File: config.mk
export PLATFORM = sky130hd
export DESIGN_NAME = rtc_calendar_time_keeper
export DESIGN_NICKNAME = d
export VERILOG_FILES = /design/src/design/rtc_pkg.sv /design/src/design/rtc_ctrl.sv /design/src/design/rtc_dp.sv /design/src/design/rtc_calendar_time_keeper.sv
export VERILOG_INCLUDE_DIRS = /design/src /design/src/design
export SDC_FILE = /design/constraint.sdc
export NUM_CORES = 1
export LEC_CHECK = 0
export BUFFER_PORTS_ARGS = -buffer_cell sky130_fd_sc_hd__buf_2
export CAP_MARGIN = 20
export CORE_ASPECT_RATIO = 0.75
export CORE_MARGIN = 8
export CORE_UTILIZATION = 45
export CTS_CLUSTER_DIAMETER = 150
export CTS_CLUSTER_SIZE = 8
export DETAILED_ROUTE_END_ITERATION = 12
export PLACE_DENSITY = 0.62
export RECOVER_POWER = 100
export REMOVE_ABC_BUFFERS = 1
export SKIP_CTS_REPAIR_TIMING = 1
export SLEW_MARGIN = 15
export SYNTH_ARGS = -nofsm -noshare
export SYNTH_HDL_FRONTEND = slang
export SYNTH_SLANG_ARGS = --single-unit
File: constraint.sdc
create_clock -name clk_i -period 8.3 [get_ports clk_i]
set_clock_uncertainty 0.1 [all_clocks]
set_input_delay 0.83 -clock clk_i [delete_from_list [all_inputs] [get_ports clk_i]]
set_output_delay 0.83 -clock clk_i [all_outputs]
set_load 0.01 [all_outputs]
File: src/design/assert_macros.svh
// ----------------------------------------------------------------------------
// Assertion macros for the RTC calendar time keeper
// Clocked on clk_i, disabled while rst_ni is low.
// ----------------------------------------------------------------------------
`ifndef ASSERT_MACROS_SVH
`define ASSERT_MACROS_SVH

// plain property
`define RTC_ASSERT(lbl, prop, msg) \
  lbl: assert property (@(posedge clk_i) disable iff (!rst_ni) (prop)) else $error(msg);

// antecedent implies consequent in the same cycle
`define RTC_ASSERT_IMPL(lbl, ante, cons, msg) \
  lbl: assert property (@(posedge clk_i) disable iff (!rst_ni) (ante) |-> (cons)) \
    else $error(msg);

`endif

File: src/design/rtc_pkg.sv
// ----------------------------------------------------------------------------
// rtc_pkg
// Shared types, constants and helper functions of the RTC calendar keeper.
// ----------------------------------------------------------------------------
`default_nettype none

package rtc_pkg;

  localparam int unsigned TpsW      = 16;
  localparam logic [TpsW-1:0] TpsReset = 16'd100;
  localparam int unsigned InDataW   = 64;
  localparam int unsigned OutDataW  = 48;
  localparam int unsigned DivSteps  = 10;

  typedef enum logic {
    CMD_LOAD = 1'b0,
    CMD_TICK = 1'b1
  } cmd_e;

  // controller -> datapath
  typedef struct packed {
    logic capture;
    logic start;
    logic step_sec;
    logic step_min;
    logic step_hr;
    logic step_day;
    logic out_load;
  } ctrl_cmd_t;

  // datapath -> controller
  typedef struct packed {
    logic advance;
    logic day_done;
    logic out_full;
  } ctrl_sts_t;

  typedef struct packed {
    logic [3:0] q;
    logic [8:0] r;
  } div_res_t;

  function automatic logic [7:0] bcd_to_bin(input logic [7:0] v);
    return 8'(v[3:0]) + 8'(v[7:4]) * 8'd10;
  endfunction

  // quotient and remainder of a small value by a small constant, by compares
  function automatic div_res_t div_small(input logic [8:0] v, input logic [5:0] d);
    div_res_t res;
    res.q = '0;
    for (int k = 1; k <= DivSteps; k++) begin
      if (10'(v) >= 10'(k) * 10'(d)) res.q = res.q + 4'd1;
    end
    res.r = v - 9'(res.q) * 9'(d);
    return res;
  endfunction

  function automatic logic [4:0] days_in_month(input logic [7:0] m, input logic leap);
    logic [4:0] dim;
    if (m == 8'd2) begin
      dim = leap ? 5'd29 : 5'd28;
    end else if (m == 8'd4 || m == 8'd6 || m == 8'd9 || m == 8'd11) begin
      dim = 5'd30;
    end else begin
      dim = 5'd31;
    end
    return dim;
  endfunction

endpackage

`default_nettype wire

File: src/design/rtc_ctrl.sv
// ----------------------------------------------------------------------------
// rtc_ctrl
// Sequencer: takes a request, runs decode/tick and (for a load or a new
// second) the carry steps and month loop, then loads the output register.
// ----------------------------------------------------------------------------
`default_nettype none
`include "assert_macros.svh"

module rtc_ctrl
  import rtc_pkg::*;
(
  input  wire logic      clk_i,
  input  wire logic      rst_ni,
  input  wire logic      s_tvalid_i,
  output logic           s_tready_o,
  input  wire ctrl_sts_t sts_i,
  output ctrl_cmd_t      cmd_o
);

  typedef enum logic [2:0] {
    S_IDLE,
    S_START,
    S_SEC,
    S_MIN,
    S_HR,
    S_DAY,
    S_OUT
  } state_e;

  state_e state_q;

  assign s_tready_o = (state_q == S_IDLE);

  always_comb begin
    cmd_o          = '0;
    cmd_o.capture  = s_tvalid_i && (state_q == S_IDLE);
    cmd_o.start    = (state_q == S_START);
    cmd_o.step_sec = (state_q == S_SEC);
    cmd_o.step_min = (state_q == S_MIN);
    cmd_o.step_hr  = (state_q == S_HR);
    cmd_o.step_day = (state_q == S_DAY);
    cmd_o.out_load = (state_q == S_OUT) && !sts_i.out_full;
  end

  always_ff @(posedge clk_i or negedge rst_ni) begin
    if (!rst_ni) begin
      state_q <= S_IDLE;
    end else begin
      unique case (state_q)
        S_IDLE:  if (s_tvalid_i) state_q <= S_START;
        S_START: state_q <= sts_i.advance ? S_SEC : S_OUT;
        S_SEC:   state_q <= S_MIN;
        S_MIN:   state_q <= S_HR;
        S_HR:    state_q <= S_DAY;
        S_DAY:   if (sts_i.day_done) state_q <= S_OUT;
        S_OUT:   if (!sts_i.out_full) state_q <= S_IDLE;
        default: state_q <= S_IDLE;
      endcase
    end
  end

  `RTC_ASSERT_IMPL(a_accept_starts, s_tvalid_i && s_tready_o, ##1 (state_q == S_START), "accepted request did not start")
  `RTC_ASSERT(a_one_result, cmd_o.out_load |=> (state_q == S_IDLE) && !cmd_o.out_load, "result loaded twice for one request")
  `RTC_ASSERT_IMPL(a_carry_after_start, state_q == S_SEC, $past(state_q) == S_START && $past(sts_i.advance), "carry steps without a second to add")

endmodule

`default_nettype wire

File: src/design/rtc_dp.sv
// ----------------------------------------------------------------------------
// rtc_dp
// Datapath: snapshot decode, tick counter, carry through the time units,
// leap-aware month loop and the output register.
// ----------------------------------------------------------------------------
`default_nettype none
`include "assert_macros.svh"

module rtc_dp
  import rtc_pkg::*;
(
  input  wire logic                clk_i,
  input  wire logic                rst_ni,
  input  wire logic                cfg_we_i,
  input  wire logic [TpsW-1:0]     cfg_wdata_i,
  input  wire logic [InDataW-1:0]  s_tdata_i,
  input  wire logic                s_tuser_i,
  input  wire logic                m_tready_i,
  input  wire ctrl_cmd_t           cmd_i,
  output ctrl_sts_t                sts_o,
  output logic                     m_tvalid_o,
  output logic [OutDataW-1:0]      m_tdata_o,
  output logic                     m_tuser_o
);

  // captured request
  logic [InDataW-1:0] raw_q;
  cmd_e               kind_q;

  // calendar state, widened where the load may be out of range
  logic [TpsW-1:0] tps_q;
  logic [TpsW-1:0] sub_q;
  logic [13:0]     year_q;
  logic [6:0]      ymod_q;    // year mod 100
  logic [1:0]      ycent_q;   // (year / 100) mod 4
  logic [7:0]      month_q;
  logic [8:0]      day_q;
  logic [8:0]      hour_q;
  logic [8:0]      min_q;
  logic [7:0]      sec_q;
  logic            loaded_q;

  logic                m_valid_q;
  logic [OutDataW-1:0] m_data_q;
  logic                m_user_q;

  // snapshot decode
  logic       twelve, binary, pm;
  logic [7:0] stb;
  logic [7:0] hr_raw, hr_dec;
  logic [8:0] hr_fix;
  logic [7:0] sec_dec, min_dec, day_dec, mon_dec, yr_dec, cent_dec;
  logic [6:0] cent_fix;
  logic [1:0] yr_hund;
  logic [6:0] yr_rem;
  logic [13:0] year_load;
  logic [1:0]  ycent_load;

  always_comb begin
    stb    = raw_q[63:56];
    twelve = !stb[1];
    binary = stb[2];
    pm     = twelve && raw_q[23];
    hr_raw = twelve ? {1'b0, raw_q[22:16]} : raw_q[23:16];

    sec_dec  = binary ? raw_q[7:0]   : bcd_to_bin(raw_q[7:0]);
    min_dec  = binary ? raw_q[15:8]  : bcd_to_bin(raw_q[15:8]);
    hr_dec   = binary ? hr_raw       : bcd_to_bin(hr_raw);
    day_dec  = binary ? raw_q[31:24] : bcd_to_bin(raw_q[31:24]);
    mon_dec  = binary ? raw_q[39:32] : bcd_to_bin(raw_q[39:32]);
    yr_dec   = binary ? raw_q[47:40] : bcd_to_bin(raw_q[47:40]);
    cent_dec = binary ? raw_q[55:48] : bcd_to_bin(raw_q[55:48]);

    hr_fix = {1'b0, hr_dec};
    if (twelve) begin
      if (hr_dec == 8'd12) begin
        hr_fix = pm ? 9'd12 : 9'd0;
      end else if (pm) begin
        hr_fix = {1'b0, hr_dec} + 9'd12;
      end
    end

    cent_fix = (cent_dec < 8'd19 || cent_dec > 8'd99) ? 7'd20 : cent_dec[6:0];

    if (yr_dec >= 8'd200) begin
      yr_hund = 2'd2;
    end else if (yr_dec >= 8'd100) begin
      yr_hund = 2'd1;
    end else begin
      yr_hund = 2'd0;
    end
    yr_rem     = 7'(yr_dec - 8'(yr_hund) * 8'd100);
    year_load  = 14'(cent_fix) * 14'd100 + 14'(yr_dec);
    ycent_load = cent_fix[1:0] + yr_hund;
  end

  // tick and carry helpers
  logic [TpsW-1:0] sub_inc;
  logic            tick_roll;
  div_res_t        div_sec, div_min, div_hr;
  logic            leap;
  logic [4:0]      dim;
  logic [7:0]      month_inc;

  assign sub_inc   = sub_q + 16'd1;
  assign tick_roll = (sub_inc >= tps_q);
  assign div_sec   = div_small({1'b0, sec_q}, 6'd60);
  assign div_min   = div_small(min_q, 6'd60);
  assign div_hr    = div_small(hour_q, 6'd24);
  assign leap      = (year_q[1:0] == 2'd0) && ((ymod_q != 7'd0) || (ycent_q == 2'd0));
  assign dim       = days_in_month(month_q, leap);
  assign month_inc = month_q + 8'd1;

  assign sts_o.advance  = (kind_q == CMD_LOAD) || (loaded_q && tick_roll);
  assign sts_o.day_done = (day_q <= {4'd0, dim});
  assign sts_o.out_full = m_valid_q && !m_tready_i;

  always_ff @(posedge clk_i) begin
    if (cmd_i.capture) raw_q <= s_tdata_i;
    if (cmd_i.out_load) begin
      m_data_q <= {4'd0, sec_q[5:0], min_q[5:0], hour_q[4:0], day_q[4:0], month_q, year_q};
      m_user_q <= loaded_q;
    end
  end

  always_ff @(posedge clk_i or negedge rst_ni) begin
    if (!rst_ni) begin
      kind_q    <= CMD_LOAD;
      tps_q     <= TpsReset;
      sub_q     <= '0;
      year_q    <= '0;
      ymod_q    <= '0;
      ycent_q   <= '0;
      month_q   <= '0;
      day_q     <= '0;
      hour_q    <= '0;
      min_q     <= '0;
      sec_q     <= '0;
      loaded_q  <= 1'b0;
      m_valid_q <= 1'b0;
    end else begin
      if (cfg_we_i) tps_q <= cfg_wdata_i;
      if (cmd_i.capture) kind_q <= cmd_e'(s_tuser_i);

      if (cmd_i.start) begin
        if (kind_q == CMD_LOAD) begin
          year_q   <= year_load;
          ymod_q   <= yr_rem;
          ycent_q  <= ycent_load;
          month_q  <= mon_dec;
          day_q    <= {1'b0, day_dec};
          hour_q   <= hr_fix;
          min_q    <= {1'b0, min_dec};
          sec_q    <= sec_dec;
          sub_q    <= '0;
          loaded_q <= 1'b1;
        end else if (loaded_q) begin
          if (tick_roll) begin
            sub_q <= '0;
            sec_q <= sec_q + 8'd1;
          end else begin
            sub_q <= sub_inc;
          end
        end
      end

      if (cmd_i.step_sec) begin
        sec_q <= div_sec.r[7:0];
        min_q <= min_q + 9'(div_sec.q);
      end
      if (cmd_i.step_min) begin
        min_q  <= div_min.r;
        hour_q <= hour_q + 9'(div_min.q);
      end
      if (cmd_i.step_hr) begin
        hour_q <= div_hr.r;
        day_q  <= day_q + 9'(div_hr.q);
      end

      // one month per cycle until the day fits
      if (cmd_i.step_day && !sts_o.day_done) begin
        day_q <= day_q - {4'd0, dim};
        if (month_inc > 8'd12) begin
          month_q <= 8'd1;
          if (year_q == 14'h3FFF) begin
            year_q  <= '0;
            ymod_q  <= '0;
            ycent_q <= '0;
          end else begin
            year_q <= year_q + 14'd1;
            if (ymod_q == 7'd99) begin
              ymod_q  <= '0;
              ycent_q <= ycent_q + 2'd1;
            end else begin
              ymod_q <= ymod_q + 7'd1;
            end
          end
        end else begin
          month_q <= month_inc;
        end
      end

      if (cmd_i.out_load) begin
        m_valid_q <= 1'b1;
      end else if (m_tready_i) begin
        m_valid_q <= 1'b0;
      end
    end
  end

  assign m_tvalid_o = m_valid_q;
  assign m_tdata_o  = m_data_q;
  assign m_tuser_o  = m_user_q;

  `RTC_ASSERT_IMPL(a_norm_at_out, cmd_i.out_load, sec_q < 8'd60 && min_q < 9'd60 && hour_q < 9'd24 && day_q <= 9'd31, "result not normalized")
  `RTC_ASSERT(a_ymod_range, ymod_q < 7'd100, "year mod 100 tracker out of range")
  `RTC_ASSERT_IMPL(a_ymod_tracks, year_q[1:0] == 2'd0 && ymod_q[1:0] != 2'd0, 1'b0, "year mod 100 tracker out of step with year")

endmodule

`default_nettype wire

File: src/design/rtc_calendar_time_keeper.sv
// ----------------------------------------------------------------------------
// rtc_calendar_time_keeper
// Calendar and time-of-day keeper fed by clock-chip snapshots and timer ticks.
// ----------------------------------------------------------------------------
// One request is worked on at a time and gives one result. A tick that does
// not complete a second (or comes before any snapshot) goes from decode
// straight to the result register. A snapshot load, or a tick that adds a
// second, also runs the carry steps and the day carry loop, which passes one
// month per cycle through the month-length lookup: none for a tick within a
// month, one at a month end, at most 8 for a snapshot with an out-of-range day.
// The result waits in an output register, so the next request is accepted
// while it is still pending. The ticks-per-second register is to be written
// through cfg_we_i/cfg_wdata_i only while the block is idle (not enforced by
// the block itself); a value of zero acts as one.
`default_nettype none

module rtc_calendar_time_keeper
  import rtc_pkg::*;
(
  input  wire logic                clk_i,
  input  wire logic                rst_ni,
  input  wire logic                cfg_we_i,
  input  wire logic [TpsW-1:0]     cfg_wdata_i,     // ticks_per_second
  input  wire logic                s_axis_tvalid_i,
  output logic                     s_axis_tready_o,
  // [7:0] raw_seconds, [15:8] raw_minutes, [23:16] raw_hours, [31:24] raw_day,
  // [39:32] raw_month, [47:40] raw_year, [55:48] raw_century,
  // [63:56] raw_status_b
  input  wire logic [InDataW-1:0]  s_axis_tdata_i,
  input  wire logic [0:0]          s_axis_tuser_i,  // [0] command
  output logic                     m_axis_tvalid_o,
  input  wire logic                m_axis_tready_i,
  // [13:0] year, [21:14] month, [26:22] day, [31:27] hour, [37:32] minute,
  // [43:38] second, [47:44] zero
  output logic [OutDataW-1:0]      m_axis_tdata_o,
  output logic [0:0]               m_axis_tuser_o   // [0] valid_res
);

  ctrl_cmd_t cmd;
  ctrl_sts_t sts;
  logic      accept_ready;

  rtc_ctrl u_ctrl (
    .clk_i      (clk_i),
    .rst_ni     (rst_ni),
    .s_tvalid_i (s_axis_tvalid_i),
    .s_tready_o (accept_ready),
    .sts_i      (sts),
    .cmd_o      (cmd)
  );

  rtc_dp u_dp (
    .clk_i       (clk_i),
    .rst_ni      (rst_ni),
    .cfg_we_i    (cfg_we_i),
    .cfg_wdata_i (cfg_wdata_i),
    .s_tdata_i   (s_axis_tdata_i),
    .s_tuser_i   (s_axis_tuser_i[0]),
    .m_tready_i  (m_axis_tready_i),
    .cmd_i       (cmd),
    .sts_o       (sts),
    .m_tvalid_o  (m_axis_tvalid_o),
    .m_tdata_o   (m_axis_tdata_o),
    .m_tuser_o   (m_axis_tuser_o[0])
  );

  assign s_axis_tready_o = accept_ready;

endmodule

`default_nettype wire

## Yosys cells after proc, flatten, opt, wreduce, memory -nomap -nowiden

Index checks and enable logic that the tools add are counted.

- Input bits: 86
- Output and inout port bits: 51
- Register bits after elaboration: 208
- Word-level logic and storage cells: 261

- Bitwise logic cells: 1
- Add/sub/neg operators: 47
- Reduce and logical (&&, ||, !) cells: 35
- $mul: 12
- Magnitude comparators: 33
- Equal/unequal tests: 24
- Multiplexer cells: 92

Operators by type and width:

| operator | count |
|---|---|
| $mux 8 | 17 |
| $mux 9 | 15 |
| $mux 4 | 24 |
| $add 4x1->4 const B | 20 |
| $mux 14 | 5 |
| $ge 9x8->1 const B | 7 |
| $add 4x8->8 | 7 |
| $mul 4x3->7 const B | 7 |
| $mux 7 | 7 |
| $mux 16 | 3 |
| $ge 9x7->1 const B | 4 |
| $ge 9x9->1 const B | 4 |
| $add 9x4->9 | 3 |
| $eq 8x4->1 const B | 3 |
| $ge 8x8->1 const B | 3 |
| $pmux 3 s7 | 1 |
| $ge 8x10->1 const B | 2 |
| $ge 9x10->1 const B | 2 |
| $ge 9x6->1 const B | 2 |
| $sub 9x9->9 | 2 |
| $add 16x1->16 const B | 1 |
| $add 8x1->8 const B | 2 |
| $eq 8x3->1 const B | 2 |
| $ge 16x16->1 | 1 |
| 45 further kinds | 100 |

## Depth between registers and ports, before layout

Gate-level depths: netlist of run 1.

- Word-level depth: 23
- Depth in mapped cells: 42
- Depth with buffers taken out: 40

## Hierarchy

A second synthesis of run 1 with hierarchy kept.

- Cell total of the unflattened synthesis: 1,742
- Area, all modules: 16,537.1 sq um

Modules (own cells, without submodules):

| module | cells an instance | area an instance (sq um) | times used | sequential area each (sq um) |
|---|---|---|---|---|
| rtc_dp | 1,717 | 16,308.1 | 1 | 5,624.1 |
| rtc_ctrl | 25 | 229.0 | 1 | 75.1 |

## Least setup slack after synthesis of run 1

OpenSTA, ideal clock, no wires.

- Path type: register to register
- Start point: register u_dp.hour_q[6]
- End point: register u_dp.hour_q[8]
- Setup time: 128 ps
- Arrival: 7,662 ps
- Data required time: 8,072 ps
- Slack: 409 ps
- Buffers on the path: 3
- Period minus slack after synthesis: 7,891 ps
- Stages on the path, launching flop included: 40
- Cells stage by stage: dfrtp_1 -> buf_6 -> clkbuf_1 -> nor4_1 -> ha_1 -> clkbuf_1 -> xor2_1 -> ha_1 -> nand2_1 -> o221ai_1 -> ha_1 -> a21boi_0 -> a21o_1 -> ha_1 -> mux2_2 -> a21oi_1 -> inv_1 -> ha_1 -> [... 4 more ...] -> o21a_1 -> nand2_1 -> ha_1 -> nor2_1 -> a31oi_1 -> ha_1 -> mux2_1 -> ha_1 -> fa_1 -> inv_1 -> ha_1 -> a21o_1 -> a21o_1 -> a21oi_1 -> xnor2_1 -> o22ai_1 -> nand2_1 -> o21ai_0

- Longest elaborated chain between the ends: 23
- Elaborated cells on any way between the ends: 34
- Those cells by class: 11 x add/sub; 1 x mul; 10 x order compare; 12 x mux

RTL lines:

| what | line | source |
|---|---|---|
| start: declaration | rtc_dp.sv:38 | `logic [8:0] hour_q;` |
| start signal: assignment | rtc_dp.sv:152 | `hour_q <= hr_fix;` |
| start signal: assignment | rtc_dp.sv:173 | `hour_q <= hour_q + 9'(div_min.q);` |
| start signal: assignment | rtc_dp.sv:176 | `hour_q <= div_hr.r;` |
| $ge 9x5->1 | rtc_pkg.sv:52 | `if (10'(v) >= 10'(k) * 10'(d)) res.q = res.q + 4'd1;` |
| $mux 1 | rtc_pkg.sv:52 |  |
| $add 1x1->2 | rtc_pkg.sv:52 |  |
| $mux 4 | rtc_pkg.sv:52 |  |
| $add 4x1->4 | rtc_pkg.sv:52 |  |
| $mux 4 | rtc_pkg.sv:52 |  |
| $add 4x1->4 | rtc_pkg.sv:52 |  |
| $mux 4 | rtc_pkg.sv:52 |  |
| [... 7 more ...] | -- |  |
| $mux 4 | rtc_pkg.sv:52 |  |
| $add 4x1->4 | rtc_pkg.sv:52 |  |
| $mux 4 | rtc_pkg.sv:52 |  |
| $add 4x1->4 | rtc_pkg.sv:52 |  |
| $mux 4 | rtc_pkg.sv:52 |  |
| $mul 4x2->6 | rtc_pkg.sv:54 | `res.r = v - 9'(res.q) * 9'(d);` |
| $sub 9x9->9 | rtc_pkg.sv:54 |  |
| $mux 9 * | rtc_dp.sv:175 | `if (cmd_i.step_hr) begin` |

Mark *: on every way between the ends. The rest lies on a longest branch, timed or not.
A chain may end at the register's enable or synchronous reset.

## Worst setup path in the final report of run 1

- Start point: register u_dp.min_q[5]
- End point: register u_dp.min_q[8]

- Longest elaborated chain between the ends: 23
- Elaborated cells on any way between the ends: 34
- Those cells by class: 11 x add/sub; 1 x mul; 10 x order compare; 12 x mux

RTL lines:

| what | line | source |
|---|---|---|
| start: declaration | rtc_dp.sv:39 | `logic [8:0] min_q;` |
| start signal: assignment | rtc_dp.sv:153 | `min_q <= {1'b0, min_dec};` |
| start signal: assignment | rtc_dp.sv:169 | `min_q <= min_q + 9'(div_sec.q);` |
| start signal: assignment | rtc_dp.sv:172 | `min_q <= div_min.r;` |
| $ge 9x6->1 | rtc_pkg.sv:52 |  |
| $mux 1 | rtc_pkg.sv:52 |  |
| $add 1x1->2 | rtc_pkg.sv:52 |  |
| $mux 4 | rtc_pkg.sv:52 |  |
| $add 4x1->4 | rtc_pkg.sv:52 |  |
| $mux 4 | rtc_pkg.sv:52 |  |
| $add 4x1->4 | rtc_pkg.sv:52 |  |
| $mux 4 | rtc_pkg.sv:52 |  |
| [... 7 more ...] | -- |  |
| $mux 4 | rtc_pkg.sv:52 |  |
| $add 4x1->4 | rtc_pkg.sv:52 |  |
| $mux 4 | rtc_pkg.sv:52 |  |
| $add 4x1->4 | rtc_pkg.sv:52 |  |
| $mux 4 | rtc_pkg.sv:52 |  |
| $mul 4x4->7 | rtc_pkg.sv:54 |  |
| $sub 9x9->9 | rtc_pkg.sv:54 |  |
| $mux 9 * | rtc_dp.sv:171 | `if (cmd_i.step_min) begin` |

Marked as above.

==> impl_results.md, run 1 <==
* Status: finished, violations left
* Signal arrival time at the worst endpoint at 8170 ps
* Final standard cell count with taps included and fillers excluded at 2,295
* Total cell area at the placement stage at 0.01729 mm²
* Endpoint required time on the critical path at 8640 ps
* Layout cell share with drive strength beyond 1 at 8.525%
* Slack of the worst reg-to-reg path at 470 ps
* Synthesized area per cell at 9.565 µm²
* Cell seen most often among critical-path stages: ha_1
* Remaining antenna violation count after routing at 0
* Maximum achievable frequency at 0.1278 GHz
* Diode count at 0
* Fillcell total at 3,364
* Post-synth EDFFs at 103
* Clk sinks at 207
* # placed instances at 2,241
* Nature of the critical path endpoint: register
* Slowest library cell on the worst path: fa_1
* Row Count at 60
* Initial antenna violation count at 0
* Post-synthesis cell area at 0.01615 mm²
* Pin count of the biggest net entering global routing at 60
* Slew of the pin with the lowest slew margin at 4500 ps
* Vert. Die Dim at 180.0 µm
* Clock period minus worst slack at 7826 ps
* Summed area of non-filler cells in the final layout at 0.01808 mm²
* Setup repair after global routing missed its margin: false
* Via total after detailed routing at 12,590
* Top fanout value on the critical path at 9
* Synth Instances at 1,688
* CTS root buf: clkbuf_16
* Netlist cell types at 90
* Dominant register cell in the synthesized netlist: edfxtp_1
* Max-cap violations at 4
* Pins Over Slew Limit at 208
* Number of hold violations in the final report at 0
* Global-route wire length before repair at 65,130 µm
* Rel. slew slack at -200.2%
* Sequential-to-total area share from yosys stat at 35.30%
* Post-DR vias/cell at 5.484
* Starting Density at 45.37%
* Type of the worst setup path: register to register
* Clock latency on the worst-skew pair at 560 ps
* GRT Overall Usage at 18.23%
* Clock slew at reported path FFs at 60 ps
* Number of buffers created by CTS at 29
* Floorplan die area at 0.04226 mm²
* Fraction of the cycle the final worst path needs at 94.29%
* Detailed Route WL at 38,980 µm
* Critical path's largest stage delay at 550 ps
* Failing checks: capacitance limit, slew limit
* Yosys warnings at 0
* Nets at 2,112
* Flip-flop and latch count after synthesis at 207
* Async set-or-reset flop fraction in the synthesized netlist at 50.24%
* Drt pass-1 iters at 5
* Weighted congestion at the end of routability-driven global placement at 0.8353
* Top-level I/O count at 137
* Total core area at 0.03558 mm²
* Clock buffer depth at 3
* Relative area change from synthesis to final layout at 11.96%
* Initial DRC count at 657
* # DRC at 0
* Detailed-placement wirelength estimate at 28,730 µm
* PortBufs at 126
* Htree depth at 1
* Crit start category: register
* Final-layout setup total negative slack at 0 ps
* Type of the worst min-delay path: input pin to register
* CTS tree: built
* Total congestion overflow after global routing at 0
* Final Setup Violations at 0
* Die boundary width at 234.7 µm
* Final core utilization at 50.80%
* Vias in the first global route at 12,780
* DR WL/cell at 16.99 µm
## cells in the final DEF (no fill, tap or decap), types with 45 or more instances in the layout
master      n
ha_1      182
edfxtp_1  103
a21o_1     45
nor2_1    104
buf_2      71
xnor2_1    80
nand2_1   136
o21ai_0   103
a21oi_1   117
xor2_1     62
dfrtp_1   101
inv_1     129
clkbuf_1   87
## critical path: cells and delay by family, from the launching register on
kind | cells | cell delay [ps]
mux | 3 | 790
fa+ha+maj | 10 | 3370
xor+xnor | 5 | 930
compound gates | 7 | 1300
flops | 1 | 490
buf+inv | 3 | 290
simple gates | 4 | 430
## metal layers
metal | global-route usage (%) | vias to the layer above | share of wire (%)
met5 | 0 | - | 0
met4 | 4.147 | 0 | 2.1
met3 | 2.965 | 47 | 3.8
met2 | 29.52 | 230 | 44
met1 | 25.39 | 6036 | 50
li1 | - | 6273 | -
## logic make-up after synthesis
group | share of synthesized area (%)
AND/OR/NAND/NOR | 13.23
buffers and inverters | 4.766
flip-flops | 35.30
AO/OA/AOI/OAI | 17.72
adder cells (fa/ha/maj) | 18.65
multiplexers | 1.751
XOR/XNOR | 8.540
other | 0.04651
## cell type report
class	instances	area [µm²]	share of cell area (%)
multi-input cells	1290	9778	54.09
inverters	130	488.0	2.700
well taps	465	581.8	3.219
flip-flops and latches	207	5699	31.53
clock inverters	1	8.758	0.04845
repair buffers	149	704.4	3.897
clock buffers	53	815.8	4.513
## sequential cells by signal (all words and copies together) (netlist names), 9 cells and up
| register | count |
|---|---|
| u_dp.m_tdata_o | 44 |
| u_dp.tps_q | 16 |
| u_dp.sub_q | 16 |
| u_dp.min_q | 9 |
| u_dp.hour_q | 9 |
| u_dp.day_q | 9 |
| u_dp.raw_q | 58 |
| u_dp.year_q | 14 |
## Yosys cell counts, types with 12 or more instances
cell	number	area, µm²
and3_1	24	150.1
xnor2_1	81	709.4
a31oi_1	15	93.84
xor2_1	63	551.8
o21ai_0	86	430.4
a21oi_1	120	600.6
o211ai_1	12	90.09
o22ai_1	13	81.33
mux2i_1	17	170.2
edfxtp_1	103	3093
ha_1	183	2290
nand2_1	136	510.5
fa_1	36	720.7
nor3_1	22	110.1
a211oi_1	25	187.7
nand3_1	33	165.2
a21o_1	45	337.8
clkbuf_1	55	206.5
dfrtp_1	101	2527
nand2b_1	17	106.4
nor2_1	104	390.4
nor2b_1	39	244.0
o21ai_1	35	175.2
inv_1	128	480.5
## per-stage QoR
step / hold WS [ps] / setup WS [ps]
global placement: 369.6 / 280.0
floorplan: 338.7 / 420.0
finish: 343.5 / 474.2
global route: 322.6 / 11.67
CTS: 254.5 / 83.28
detailed placement: 366.8 / 121.1
## path summary, 6_finish.rpt
| path | cells past startpoint | startpoint | to |
|---|---|---|---|
| setup reg to reg | 32 | u_dp.min_q[5] | u_dp.min_q[8] |
| max in group asynchronous | 2 | rst_ni | u_dp.day_q[4] |
| hold reg to reg | 1 | u_dp.day_q[8] | u_dp.day_q[8] |
| setup / recovery | 32 | u_dp.min_q[5] | u_dp.min_q[8] |
| hold / removal | 1 | s_axis_tdata_i[20] | u_dp.raw_q[20] |
| min in group asynchronous | 1 | rst_ni | u_dp.tps_q[13] |
Power of run 1 is left out: the tool's default activity adds up to more than one toggle a clock period on the data nets, which glitch-free logic cannot reach.
==> inputs of run 2 (changes only) <==
Settings changed: CELL_PAD_IN_SITES_DETAIL_PLACEMENT set to 0, CELL_PAD_IN_SITES_GLOBAL_PLACEMENT set to 2, CORE_UTILIZATION 45 to 35, PLACE_DENSITY 0.62 to 0.74, SETUP_SLACK_MARGIN set to 0.02.
==> run 2 against run 1 <==
Net effect: the flow still finishes with violations (capacitance limit, slew limit); critical path type unchanged; hold slack got worse by 24 ps; die area increased by 26%; first-iteration DRC count increased by 14%; sequential cell count unchanged; critical endpoint is now u_dp.hour_q[8]; routed wire length increased by 8.6%; core utilization decreased by 11 points; maximum frequency about the same; global-route usage decreased by 2.5 points; register-to-register slack about the same; non-clock buffer count increased by 6; clock-buffer cell count unchanged.
==> impl_results.md, run 2 (same netlist as run 1, synthesis figures left out) <==
* Status: finished, violations left (unchanged)
* Failing checks: capacitance limit, slew limit (unchanged)
* Slew of the pin with the lowest slew margin at 4556 ps (was 4500 ps)
* Register containing the most flip-flops in the final layout: u_dp.raw_q (unchanged)
* Clock buffer depth at 3 (unchanged)
* Rel. slew slack at -203.7% (was -200.2%)
* Most used cells in the layout excluding fill and tap cells: ha_1 (183), nand2_1 (136), inv_1 (128) (was ha_1 (182), nand2_1 (136), inv_1 (129))
* # placed instances at 2,377 (was 2,241)
* Weighted congestion at the end of routability-driven global placement at 0.7895 (was 0.8353)
* Die boundary width at 264.0 µm (was 234.7 µm)
* Min-Delay Startpoint: s_axis_tdata_i[15] (was s_axis_tdata_i[20])
* Multi-input combinational cell area at 0.009743 mm² (was 0.009778 mm²)
* Max FFs per register at 58 (unchanged)
* Critical path's largest stage delay at 480 ps (was 550 ps)
* Total core area at 0.04577 mm² (was 0.03558 mm²)
* DR WL/cell at 17.42 µm (was 16.99 µm)
* Row Count at 68 (was 60)
* Cell seen most often among critical-path stages: ha_1 (unchanged)
* Diode count at 0 (unchanged)
* Number of buffers created by CTS at 29 (unchanged)
* Endpoint required time on the critical path at 8630 ps (was 8640 ps)
* Initial DRC count at 750 (was 657)
* Clk sinks at 207 (unchanged)
* CTS tree: built (unchanged)
* Global-route wire length before repair at 69,530 µm (was 65,130 µm)
* Nature of the critical path endpoint: register (unchanged)
* Initial antenna violation count at 0 (unchanged)
* Starting Density at 35.27% (was 45.37%)
* Pins Over Slew Limit at 247 (was 208)
* Vert. Die Dim at 202.0 µm (was 180.0 µm)
* Fillcell total at 4,673 (was 3,364)
* Relative area change from synthesis to final layout at 13.07% (was 11.96%)
* Slowest library cell on the worst path: fa_1 (unchanged)
* Htree depth at 1 (unchanged)
* Min-Delay Endpoint: u_dp.raw_q[15] (was u_dp.raw_q[20])
* Drt pass-1 iters at 5 (unchanged)
* Fraction of the cycle the final worst path needs at 94.21% (was 94.29%)
* PortBufs at 126 (unchanged)
* Reg-to-reg endpoint: u_dp.hour_q[8] (was u_dp.min_q[8])
* Pin count of the biggest net entering global routing at 60 (unchanged)
* Vias in the first global route at 12,860 (was 12,780)
* Via total after detailed routing at 12,570 (was 12,590)
* Final standard cell count with taps included and fillers excluded at 2,431 (was 2,295)
* Clock slew at reported path FFs at 60 ps (about the same)
* Commonest non-fill, non-tap cell in the layout: ha_1 (unchanged)
* Clock latency on the worst-skew pair at 590 ps (was 560 ps)
* Clock period minus worst slack at 7820 ps (was 7826 ps)
* Total congestion overflow after global routing at 0 (unchanged)
* Type of the worst setup path: register to register (unchanged)
* Floorplan die area at 0.05333 mm² (was 0.04226 mm²)
* GRT Overall Usage at 15.76% (was 18.23%)
* Nets at 2,118 (was 2,112)
* Register area at 0.005699 mm² (unchanged)
* Crit start category: register (unchanged)
* Remaining antenna violation count after routing at 0 (unchanged)
* Slack of the worst reg-to-reg path at 480 ps (was 470 ps)
* Layout cell share with drive strength beyond 1 at 8.442% (was 8.525%)
* Top fanout value on the critical path at 5 (was 9)
* Worst reg-to-reg path cell count at 37 (was 32)
* Setup repair after global routing missed its margin: true (was false)
* Final core utilization at 39.88% (was 50.80%)
* CTS root buf: clkbuf_16 (unchanged)
* Detailed Route WL at 42,340 µm (was 38,980 µm)
* Final Setup Violations at 0 (unchanged)
* Signal arrival time at the worst endpoint at 8150 ps (was 8170 ps)
* Crit. Startpoint: u_dp.hour_q[7] (was u_dp.min_q[5])
* Maximum achievable frequency at 0.1279 GHz (was 0.1278 GHz)
* Detailed-placement wirelength estimate at 31,440 µm (was 28,730 µm)
* Number of hold violations in the final report at 0 (unchanged)
* Type of the worst min-delay path: input pin to register (unchanged)
* Max-cap violations at 7 (was 4)
* Startpoint of the lowest-slack register-to-register path: u_dp.hour_q[7] (was u_dp.min_q[5])
* Post-DR vias/cell at 5.172 (was 5.484)
* Instance count along the most critical hold path at 1 (unchanged)
* Top-level I/O count at 137 (unchanged)
* # DRC at 0 (unchanged)
==> run 2: cell types whose count changed in the layout (fill, tap and decap cells not counted), sizes merged <==
cell,delta
buf,+7
clkbuf,-1
==> run 2: routing by layer <==
layer  wire [µm]  GRT usage (%)  part of all wire (%)  vias up
met5           0              0                     0        -
met4         652          2.413                   1.5        0
met3        2072          2.878                   4.9       42
met2       17340          23.77                    41      253
met1       22280          23.61                    53     5999
li1            -              -                     -     6278
==> run 2: critical path: cells and delay by family (launching register included) <==
| family | cells | cell delay, ps |
|---|---|---|
| AND/OR/NAND/NOR | 9 | 1070 |
| XOR/XNOR | 2 | 360 |
| adder cells (fa/ha/maj) | 11 | 3370 |
| buffers and inverters | 2 | 110 |
| flip-flops | 1 | 360 |
| multiplexers | 2 | 600 |
| AO/OA/AOI/OAI | 11 | 1730 |
==> run 2: worst max-delay path by stage <==
stage / end / slack, ps / depth (start not counted)
5_1_grt: u_dp.hour_q[8] / -0.05 / 37
3_3_place_gp: u_dp.hour_q[8] / 280 / 37
2_1_floorplan: u_dp.hour_q[8] / 420 / 37
4_1_cts: u_dp.hour_q[8] / 240 / 37
6_report: u_dp.hour_q[8] / 480 / 37
3_5_place_dp: u_dp.hour_q[8] / 290 / 37
==> run 2: through the flow <==
stage / hold WS, ps / worst slack (ps) / instance area, µm² / setup TNS (ps)
floorplan: 338.7 / 420.0 / 15890 / 0
global placement: 368.1 / 280.0 / 17500 / 0
detailed placement: 375.6 / 289.9 / 17500 / 0
CTS: 105.9 / 239.3 / 18340 / 0
global route: 292.6 / -0.05240 / 18260 / -0.05240
finish: 319.6 / 480.3 / 18260 / 0
==> run 2: layout make-up <==
cell class                 instances  share of cell area [%]
sequential                       207                   31.22
timing repair buffer             155                   4.085
clock inverter                     1                  0.1097
multi-input combinational       1290                   53.37
inverter                         130                   2.673
clock buffer                      53                   4.468
tap                              595                   4.078
Power of run 2 is left out for the same reason.
==> inputs of run 3 (changes only) <==
Settings changed: CORE_UTILIZATION 35 to 30, PLACE_DENSITY 0.74 to 0.65.
==> run 3 against run 2 <==
Net effect: the flow still finishes with violations (capacitance limit, slew limit); via count shrank 0.38%; sequential cell count is the same; maximum frequency grew 1.1%; final cell count grew 4.8%; critical path depth is the same; first-iteration DRC count shrank 10%; non-clock buffer count shrank 1; global-route usage shrank 1.7 points; register-to-register slack gained 80 ps; cell area grew 0.69%; critical endpoint unchanged; largest cell class unchanged; highest routed layer unchanged.
==> impl_results.md, run 3 (same netlist as run 1, synthesis figures left out) <==
* Status: finished, violations left (unchanged)
* Failing checks: capacitance limit, slew limit (unchanged)
* Clock period minus worst slack at 7737 ps (was 7820 ps)
* Detailed-placement wirelength estimate at 32,830 µm (was 31,440 µm)
* Clk sinks at 207 (unchanged)
* Met1 capacity usage during global routing at 22.07% (was 23.61%)
* Clock latency on the worst-skew pair at 570 ps (was 590 ps)
* Drt pass-1 iters at 5 (unchanged)
* Htree depth at 1 (unchanged)
* Number of buffers created by CTS at 29 (unchanged)
* Fraction of the cycle the final worst path needs at 93.22% (was 94.21%)
* Via total after detailed routing at 12,520 (was 12,570)
* Min-Delay Endpoint: u_dp.raw_q[13] (was u_dp.raw_q[15])
* Startpoint of the lowest-slack register-to-register path: u_dp.hour_q[7] (unchanged)
* Endpoint required time on the critical path at 8630 ps (about the same)
* Diode count at 0 (unchanged)
* Pin count of the biggest net entering global routing at 60 (unchanged)
* Reg-to-reg endpoint: u_dp.hour_q[8] (unchanged)
* Cell seen most often among critical-path stages: ha_1 (unchanged)
* Register containing the most flip-flops in the final layout: u_dp.raw_q (unchanged)
* Critical path's largest stage delay at 490 ps (was 480 ps)
* CTS tree: built (unchanged)
* Number of hold violations in the final report at 0 (unchanged)
* Final-layout setup total negative slack at 0 ps (unchanged)
* Weighted congestion at the end of routability-driven global placement at 0.7744 (was 0.7895)
* Total core area at 0.05307 mm² (was 0.04577 mm²)
* Nets at 2,117 (was 2,118)
* Floorplan die area at 0.06157 mm² (was 0.05333 mm²)
* Rel. slew slack at -197.3% (was -203.7%)
* Slowest library cell on the worst path: fa_1 (unchanged)
* Type of the worst min-delay path: input pin to register (unchanged)
* Top-level I/O count at 137 (unchanged)
* Top fanout value on the critical path at 5 (unchanged)
* Initial DRC count at 674 (was 750)
* Signal arrival time at the worst endpoint at 8070 ps (was 8150 ps)
* Die boundary width at 283.9 µm (was 264.0 µm)
* Nature of the critical path endpoint: register (unchanged)
* Starting Density at 30.42% (was 35.27%)
* GRT Overall Usage at 14.10% (was 15.76%)
* # DRC at 0 (unchanged)
* Max-cap violations at 5 (was 7)
* Worst reg-to-reg path cell count at 37 (unchanged)
* Post-DR vias/cell at 4.917 (was 5.172)
* Clock buffer depth at 3 (unchanged)
* DR WL/cell at 17.27 µm (was 17.42 µm)
* Detailed Route WL at 43,990 µm (was 42,340 µm)
* Remaining antenna violation count after routing at 0 (unchanged)
* Most used cells in the layout excluding fill and tap cells: ha_1 (183), nand2_1 (136), inv_1 (128) (unchanged)
* Met3 capacity usage during global routing at 2.363% (was 2.878%)
* Final core utilization at 34.64% (was 39.88%)
* Vert. Die Dim at 216.9 µm (was 202.0 µm)
* Total congestion overflow after global routing at 0 (unchanged)
* Maximum achievable frequency at 0.1292 GHz (was 0.1279 GHz)
* Final Setup Violations at 0 (unchanged)
* Layout cell share with drive strength beyond 1 at 8.120% (was 8.442%)
* Instance count along the most critical hold path at 1 (unchanged)
* Relative area change from synthesis to final layout at 13.86% (was 13.07%)
* Setup repair after global routing missed its margin: false (was true)
* Buf+Inv Stages, Crit Path at 2 (unchanged)
* Row Count at 73 (was 68)
* Vias in the first global route at 12,690 (was 12,860)
* Slack of the worst reg-to-reg path at 560 ps (was 480 ps)
* Type of the worst setup path: register to register (unchanged)
* Top delay family on crit path: adder cells (unchanged)
* Grt peak-use layer: met1 (was met2)
* PortBufs at 126 (unchanged)
* Slew of the pin with the lowest slew margin at 4459 ps (was 4556 ps)
* Commonest non-fill, non-tap cell in the layout: ha_1 (unchanged)
* Crit start category: register (unchanged)
* Pins Over Slew Limit at 215 (was 247)
* Max FFs per register at 58 (unchanged)
* CTS root buf: clkbuf_16 (unchanged)
* Initial antenna violation count at 1 (was 0)
* Min-Delay Startpoint: s_axis_tdata_i[13] (was s_axis_tdata_i[15])
* Met2 usage at 20.30% (was 23.77%)
* Global-route wire length before repair at 71,720 µm (was 69,530 µm)
* Clock slew at reported path FFs at 60 ps (about the same)
## run 3: cell count changes in the layout (fill, tap and decap cells not counted), sizes merged
cell and delta:
clkbuf +7, buf -8
## run 3: layout make-up
type / instances / area [µm²]
fillers: 5429 / 34680
repair buffers: 154 / 726.9
flip-flops and latches: 207 / 5699
clock buffers: 53 / 815.8
well taps: 712 / 890.9
inverters: 130 / 488.0
multi-input cells: 1290 / 9753
clock inverters: 1 / 8.758
## run 3: how the worst max path moves through the flow
stage	startpoint	end	slack, ps	depth (start not counted)
floorplan	u_dp.hour_q[7]	u_dp.hour_q[8]	420	37
global placement	u_dp.hour_q[7]	u_dp.hour_q[8]	310	37
finish	u_dp.hour_q[7]	u_dp.hour_q[8]	560	37
detailed placement	u_dp.hour_q[7]	u_dp.hour_q[8]	290	37
global route	u_dp.min_q[4]	u_dp.min_q[8]	70	33
CTS	u_dp.hour_q[7]	u_dp.hour_q[8]	260	37
## run 3: metal layers
metal / part of all wire (%) / vias up
met5: 0 / -
li1: - / 6286
met3: 4.6 / 37
met2: 40 / 237
met1: 54 / 5964
met4: 1.4 / 0
## run 3: through the flow
| step | std cells | instance area (µm²) | setup slack, ps | hold WS (ps) |
|---|---|---|---|---|
| final | 2547 | 18380 | 562.7 | 334.4 |
| after global routing | 2547 | 18380 | 67.48 | 300.1 |
| after CTS | 2547 | 18480 | 262.6 | 249.0 |
| after detailed placement | 2493 | 17650 | 293.3 | 374.4 |
| after global placement | 2493 | 17650 | 312.5 | 365.4 |
| after floorplan | 1627 | 15890 | 420.0 | 338.7 |
Power of run 3 is left out for the same reason.
